**config.mk**
```make
export PLATFORM = sky130hd
export DESIGN_NAME = edct_back
export DESIGN_NICKNAME = d
export VERILOG_FILES = /design/src/design/edct_pkg.sv /design/src/design/edct_back.sv
export SDC_FILE = /design/constraint.sdc
export NUM_CORES = 2
export LEC_CHECK = 0
export BUFFER_PORTS_ARGS = -buffer_cell sky130_fd_sc_hd__buf_2
export CAP_MARGIN = 20
export CORE_MARGIN = 2
export CORE_UTILIZATION = 55
export DETAILED_ROUTE_END_ITERATION = 7
export HOLD_SLACK_MARGIN = 0.1
export PLACE_DENSITY = 0.75
export SYNTH_ARGS = -nofsm -noshare
export SYNTH_HDL_FRONTEND = slang
export SYNTH_SLANG_ARGS = --single-unit
```
**constraint.sdc**
```tcl
create_clock -name clk -period 11.2 [get_ports clk]
set_input_delay 1.68 -clock clk [delete_from_list [all_inputs] [get_ports clk]]
set_output_delay 1.68 -clock clk [all_outputs]
set_load 0.1 [all_outputs]
```
**src/design/edct_pkg.sv**
```systemverilog
// Shared types and constants of the event descriptor countdown table.
// Used by edct_front, edct_back and event_descriptor_countdown_table; no dependencies.
`default_nettype none

package edct_pkg;

	// Table geometry and stored field widths.
	localparam int NUM_EVENTS   = 64;
	localparam int COUNTER_BITS = 16;
	localparam int TASK_BITS    = 8;
	localparam int TBL_AW       = $clog2(NUM_EVENTS);

	// Widths of the word fields at the ports.
	localparam int IDX_BITS    = 6;
	localparam int RELOAD_BITS = 16;
	localparam int MASK_BITS   = 4;
	localparam int SEM_BITS    = 8;
	localparam int TSET_BITS   = 8;

	// Bit positions inside the action mask.
	localparam int MASK_SIGNAL  = 0;
	localparam int MASK_ENNEXT  = 2;
	localparam int MASK_RELEASE = 3;

	// Depths of the command queue and the result queue.
	localparam int FQ_DEPTH = 2;
	localparam int OQ_DEPTH = 2;

	typedef enum logic [1:0] {
		ACT_PROCESS = 2'd0,
		ACT_LOAD    = 2'd1,
		ACT_ENABLE  = 2'd2,
		ACT_DISABLE = 2'd3
	} act_t;

	typedef struct packed {
		logic [1:0]             action;
		logic [IDX_BITS-1:0]    event_index;
		logic [RELOAD_BITS-1:0] reload_value;
		logic                   single_shot;
		logic [MASK_BITS-1:0]   action_mask;
		logic [SEM_BITS-1:0]    semaphore_id;
		logic [TSET_BITS-1:0]   task_set;
		logic [IDX_BITS-1:0]    follower_index;
		logic                   start_enabled;
		logic                   sweep_end;
	} edct_in_t;

	typedef struct packed {
		logic [IDX_BITS-1:0]  event_id;
		logic                 fired;
		logic                 do_signal;
		logic                 do_release;
		logic [SEM_BITS-1:0]  signal_target;
		logic [TSET_BITS-1:0] release_tasks;
		logic                 sweep_done;
	} edct_out_t;

	// One stored descriptor; the follower is kept already range checked.
	typedef struct packed {
		logic                    one_off;
		logic [COUNTER_BITS-1:0] count;
		logic [COUNTER_BITS-1:0] reload;
		logic [MASK_BITS-1:0]    mask;
		logic [SEM_BITS-1:0]     sem;
		logic [TASK_BITS-1:0]    tasks;
		logic                    fol_ok;
		logic [TBL_AW-1:0]       follower;
	} desc_t;

	// Classified command handed from the front to the back.
	typedef struct packed {
		act_t                    op;
		logic                    in_range;
		logic [TBL_AW-1:0]       addr;
		logic [IDX_BITS-1:0]     event_id;
		logic [COUNTER_BITS-1:0] reload;
		logic                    one_off;
		logic [MASK_BITS-1:0]    mask;
		logic [SEM_BITS-1:0]     sem;
		logic [TASK_BITS-1:0]    tasks;
		logic                    fol_ok;
		logic [TBL_AW-1:0]       follower;
		logic                    start_en;
		logic                    sweep_end;
	} cmd_t;

	// Handshake between the command queue and the table engine.
	typedef struct packed {
		logic valid;
	} cmd_stat_t;

endpackage

`default_nettype wire

```
**src/design/edct_back.sv**
```systemverilog
// Back part: descriptor memory, enable flags, countdown engine and result queue.
// Depends on edct_pkg.
`default_nettype none

module edct_back (
	input  wire logic                clk,
	input  wire logic                arst_n,
	input  wire edct_pkg::cmd_stat_t stat,
	output logic                     cmd_take,
	input  wire edct_pkg::cmd_t      cmd,
	output logic                     empty,
	input  wire logic                pop,
	output edct_pkg::edct_out_t      result
);

	localparam int OQ_AW = (edct_pkg::OQ_DEPTH > 1) ? $clog2(edct_pkg::OQ_DEPTH) : 1;
	localparam int OQ_CW = $clog2(edct_pkg::OQ_DEPTH + 1);

	typedef enum logic {ST_IDLE, ST_EXEC} state_t;

	state_t state_q;

	edct_pkg::desc_t mem [edct_pkg::NUM_EVENTS];
	edct_pkg::desc_t rdata_q;
	edct_pkg::cmd_t  item_s1;

	logic [edct_pkg::NUM_EVENTS-1:0] en_q;
	logic [edct_pkg::NUM_EVENTS-1:0] en_d;

	edct_pkg::edct_out_t oq_q [edct_pkg::OQ_DEPTH];
	logic [OQ_AW-1:0] oq_wr_q;
	logic [OQ_AW-1:0] oq_rd_q;
	logic [OQ_CW-1:0] oq_cnt_q;

	logic                    start;
	logic                    exec;
	logic                    oq_pop;
	logic                    wr_en;
	edct_pkg::desc_t         wr_data;
	logic                    set_fol;
	logic                    clr_self;
	logic                    fire;
	logic [edct_pkg::COUNTER_BITS-1:0] cnt_dec;
	edct_pkg::edct_out_t     res;

	// A command starts only when the result queue has room for its word.
	assign start    = (state_q == ST_IDLE) && stat.valid
		&& (oq_cnt_q < OQ_CW'(edct_pkg::OQ_DEPTH));
	assign cmd_take = start;
	assign exec     = (state_q == ST_EXEC);

	always_ff @(posedge clk or negedge arst_n) begin
		if (!arst_n) begin
			state_q <= ST_IDLE;
		end else begin
			case (state_q)
				ST_IDLE: if (start) state_q <= ST_EXEC;
				ST_EXEC: state_q <= ST_IDLE;
				default: state_q <= ST_IDLE;
			endcase
		end
	end

	always_ff @(posedge clk) begin
		if (start) begin
			item_s1 <= cmd;
			rdata_q <= mem[cmd.addr];
		end
		if (wr_en) begin
			mem[item_s1.addr] <= wr_data;
		end
	end

	always_comb begin
		cnt_dec  = rdata_q.count - edct_pkg::COUNTER_BITS'(1);
		fire     = 1'b0;
		wr_en    = 1'b0;
		wr_data  = rdata_q;
		set_fol  = 1'b0;
		clr_self = 1'b0;
		if (exec && item_s1.in_range) begin
			case (item_s1.op)
				edct_pkg::ACT_PROCESS: begin
					if (en_q[item_s1.addr]) begin
						wr_en = 1'b1;
						if (cnt_dec == '0) begin
							fire          = 1'b1;
							wr_data.count = rdata_q.reload;
							set_fol       = rdata_q.mask[edct_pkg::MASK_ENNEXT] && rdata_q.fol_ok;
							clr_self      = rdata_q.one_off;
						end else begin
							wr_data.count = cnt_dec;
						end
					end
				end
				edct_pkg::ACT_LOAD: begin
					wr_en            = 1'b1;
					wr_data.one_off  = item_s1.one_off;
					wr_data.count    = item_s1.reload;
					wr_data.reload   = item_s1.reload;
					wr_data.mask     = item_s1.mask;
					wr_data.sem      = item_s1.sem;
					wr_data.tasks    = item_s1.tasks;
					wr_data.fol_ok   = item_s1.fol_ok;
					wr_data.follower = item_s1.follower;
				end
				default: begin
				end
			endcase
		end

		res.event_id      = item_s1.event_id;
		res.fired         = fire;
		res.do_signal     = fire && rdata_q.mask[edct_pkg::MASK_SIGNAL];
		res.do_release    = fire && rdata_q.mask[edct_pkg::MASK_RELEASE];
		res.signal_target = fire ? rdata_q.sem : '0;
		res.release_tasks = fire ? edct_pkg::TSET_BITS'(rdata_q.tasks) : '0;
		res.sweep_done    = item_s1.sweep_end;
	end

	// The self-disable of a one-off entry is applied last so it wins over enable-next.
	always_comb begin
		en_d = en_q;
		if (exec && item_s1.in_range) begin
			case (item_s1.op)
				edct_pkg::ACT_PROCESS: begin
					if (set_fol) en_d[rdata_q.follower] = 1'b1;
					if (clr_self) en_d[item_s1.addr] = 1'b0;
				end
				edct_pkg::ACT_LOAD:    en_d[item_s1.addr] = item_s1.start_en;
				edct_pkg::ACT_ENABLE:  en_d[item_s1.addr] = 1'b1;
				edct_pkg::ACT_DISABLE: en_d[item_s1.addr] = 1'b0;
				default: begin
				end
			endcase
		end
	end

	always_ff @(posedge clk or negedge arst_n) begin
		if (!arst_n) begin
			en_q <= '0;
		end else begin
			en_q <= en_d;
		end
	end

	assign empty  = (oq_cnt_q == '0);
	assign result = oq_q[oq_rd_q];
	assign oq_pop = pop && !empty;

	always_ff @(posedge clk) begin
		if (exec) begin
			oq_q[oq_wr_q] <= res;
		end
	end

	always_ff @(posedge clk or negedge arst_n) begin
		if (!arst_n) begin
			oq_wr_q  <= '0;
			oq_rd_q  <= '0;
			oq_cnt_q <= '0;
		end else begin
			if (exec) begin
				oq_wr_q <= (oq_wr_q == OQ_AW'(edct_pkg::OQ_DEPTH - 1)) ? '0 : oq_wr_q + 1'b1;
			end
			if (oq_pop) begin
				oq_rd_q <= (oq_rd_q == OQ_AW'(edct_pkg::OQ_DEPTH - 1)) ? '0 : oq_rd_q + 1'b1;
			end
			case ({exec, oq_pop})
				2'b10:   oq_cnt_q <= oq_cnt_q + 1'b1;
				2'b01:   oq_cnt_q <= oq_cnt_q - 1'b1;
				default: oq_cnt_q <= oq_cnt_q;
			endcase
		end
	end

	a_oq_bound: assert property (@(posedge clk) disable iff (!arst_n)
		oq_cnt_q <= OQ_CW'(edct_pkg::OQ_DEPTH))
		else $error("result queue overfilled");

	a_exec_one: assert property (@(posedge clk) disable iff (!arst_n)
		exec |=> (state_q == ST_IDLE))
		else $error("execute phase lasted more than one cycle");

	a_start_room: assert property (@(posedge clk) disable iff (!arst_n)
		exec |-> (oq_cnt_q < OQ_CW'(edct_pkg::OQ_DEPTH)) || oq_pop)
		else $error("result pushed into a full queue");

	a_fire_process: assert property (@(posedge clk) disable iff (!arst_n)
		fire |-> (item_s1.op == edct_pkg::ACT_PROCESS) && item_s1.in_range)
		else $error("fire on a non-process command");

endmodule

`default_nettype wire

```
==> results.json <==
{
  "outcome": "completed",
  "grtUsageTotal_pct": 30.85,
  "cts_max_level": 5,
  "synth-seq-cells": 4016,
  "cts_resized": 0,
  "required_ps": 11720,
  "seq_area_frac_synth_pct": 77.46,
  "pre_cts_slack_ps": 4126,
  "fin_worst_skew_ps": 46.03,
  "path_class": "reg -> reg",
  "clockBufferDepth": 4,
  "ant_nets": 0,
  "io_buffers": 91,
  "critPathTopFamily": "simple AND/OR/NAND/NOR gates",
  "clkLatencyLatePin_ps": 930,
  "setup_tns_ps": 0,
  "placed_area_mm2": 0.1617,
  "worst_setup_path_end_kind": "flop",
  "dp.cells": 10270,
  "peakVddDrop_uv": 202.8,
  "finalCriticalPeriod_ps": 7337,
  "yosys.cell_count.top_type": "edfxtp_1",
  "grt_first_pass_wirelength_um": 612900,
  "worst_pin_slew_ps": 1253,
  "syn_inst": 6543,
  "synth_nets": 6611,
  "cts.sinks": 4016,
  "fp.coreArea_mm2": 0.2816,
  "drcViolationCount": 0,
  "viasPerCell": 7.151,
  "finalSetupViolCount": 0,
  "grt_pass1_vias": 78420,
  "drive_gt1_share_pct": 31.92,
  "hpwl_um": 207500,
  "reg2reg_slack_ps": 3860,
  "fin_cells": 10980,
  "die-area_mm2": 0.2865,
  "final_max_slew_viol_count": 0,
  "power_density_mw_per_mm2": 195.6,
  "hp-class": "reg -> reg",
  "cpPeakStageDelay_ps": 1000,
  "netlist_area_mm2": 0.1552,
  "cts_hold_buf": 0,
  "synth_area_leaders": "edfxtp_1, mux4_2, dfrtp_1, clkbuf_1, nand2_1",
  "cts_buffers": 389,
  "overflow": 0,
  "yosys.area.top_type_share_pct": 76.34,
  "ios": 93,
  "crit_start": "item_s1[52]",
  "antenna_found_initial": 11,
  "crit_buf_inv": 3,
  "r2r-start": "item_s1[52]",
  "synthArstFlopShare_pct": 1.718,
  "ys.warnings.count": 0,
  "vias": 78500,
  "crit_path_max_fanout": 28,
  "utilization_pct": 61.96,
  "yosysTopAreaCell": "edfxtp_1",
  "cpMostUsedCell": "buf_4",
  "ys_top_cells_by_count": "edfxtp_1, mux4_2, clkbuf_1",
  "startpoint_type": "flop",
  "cts_tree": "yes",
  "path_clk_slew_ps": 70,
  "synth_enable_flop_cells": 3947,
  "wl_per_cell_um": 40.14,
  "setup_slack_ps": 3863,
  "crit_chain": "or2_1, o221ai_1, and3_1, and4bb_1, and4_1, buf_4, o21a_1, nand2_1, nor2_4, buf_4, buf_4",
  "area_growth_pct": 12.37,
  "fin_area_mm2": 0.1745,
  "gp_congestion": 0.8659,
  "max_freq_mhz": 136.3,
  "cts_root_buf": "clkbuf_16",
  "postCtsSetupBuffers": 0,
  "drt_wl_total_um": 440600,
  "crit_path_top_delay_cell": "edfxtp_1",
  "post-route-period-util_pct": 65.51,
  "nNetsFinal": 6986,
  "cap_viol_max_count": 0,
  "die_h_um": 535.3,
  "hold_viol": 0,
  "whs_ps": 452.6,
  "rsz0062_at_grt": "false",
  "worstHoldStart": "item_s1[0]",
  "synthFlopType": "edfxtp_1",
  "synth_cell_types": 74,
  "syn_avg_cell_area_um2": 23.73,
  "drt_iter0_markers": 14390,
  "power_mw": 34.12,
  "num_rows": 195,
  "die_w_um": 535.3,
  "arrival_ps": 7860,
  "grt_max_degree": 130,
  "start_util_pct": 55.14,
  "p_leak_nw": 54.11,
  "dr.pass1.iters": 6,
  "slew_headroom_pct": 16.48
}
[final cells by class]
class / instances / area [um2]
antenna: 3 / 7.507
fill: 17800 / 107100
sequential: 4016 / 120300
tap: 3743 / 4683
clock buffer: 456 / 10090
multi-input combinational: 2139 / 34000
timing repair buffer: 363 / 2774
clock inverter: 248 / 2614
inverter: 9 / 33.78
[cells by family (layout without fill, tap and decap cells)]
family	after synthesis	in the layout	synth area share, %
flip-flops	4016	4016	77.46
multiplexers	1292	1292	18.28
AND/OR/NAND/NOR	475	475	1.405
buffers and inverters	388	1076	1.076
AO/OA/AOI/OAI	357	357	1.691
XOR/XNOR	12	12	0.06770
adder cells (fa/ha/maj)	3	3	0.02418
other	0	3	0
[routing by layer]
layer  up-vias  GRT usage (%)  wire [um]
met5         -              0         77
met4        12          13.15      22680
met3      1262          8.401      63060
met2      6970          48.11     209500
met1     41180          41.55     145200
li1      29080              -          -
[cells in the final DEF (no fill, tap or decap), types with 56 or more instances in the layout]
master,count
a21oi_1,82
a311o_1,62
a41oi_1,56
buf_2,89
buf_4,247
clkbuf_1,62
clkbuf_16,394
clkinv_1,75
clkinv_2,80
dfrtp_1,68
edfxtp_1,3947
mux4_2,1230
nand2_1,198
nor2_1,84
nor2_4,70
o31ai_1,56
[path summary, 6_finish.rpt]
check                      depth (start not counted)          to
max in group asynchronous                          2     en_q[3]
min                                                0  oq_q[0][0]
min in group asynchronous                          2     oq_rd_q
max                                               11  mem[44][1]
max reg2reg                                       11  mem[44][1]
min reg2reg                                        0  oq_q[0][0]
[where the power goes]
group | leakage, nW | internal [mW] | switching [mW]
registers | 36.5 | 17.6 | 0.209
clock network | 6.18 | 7.50 | 5.76
logic | 11.5 | 0.826 | 2.23
[sequential cells by signal, indices dropped and copies added (netlist names)]
| name | count |
|---|---|
| oq_q | 52 |
| rdata_q | 59 |
| oq_wr_q | 1 |
| item_s1 | 60 |
| exec | 1 |
| oq_cnt_q | 2 |
| mem | 3776 |
| en_q | 64 |
| oq_rd_q | 1 |
(Power assumes the default switching activity.)
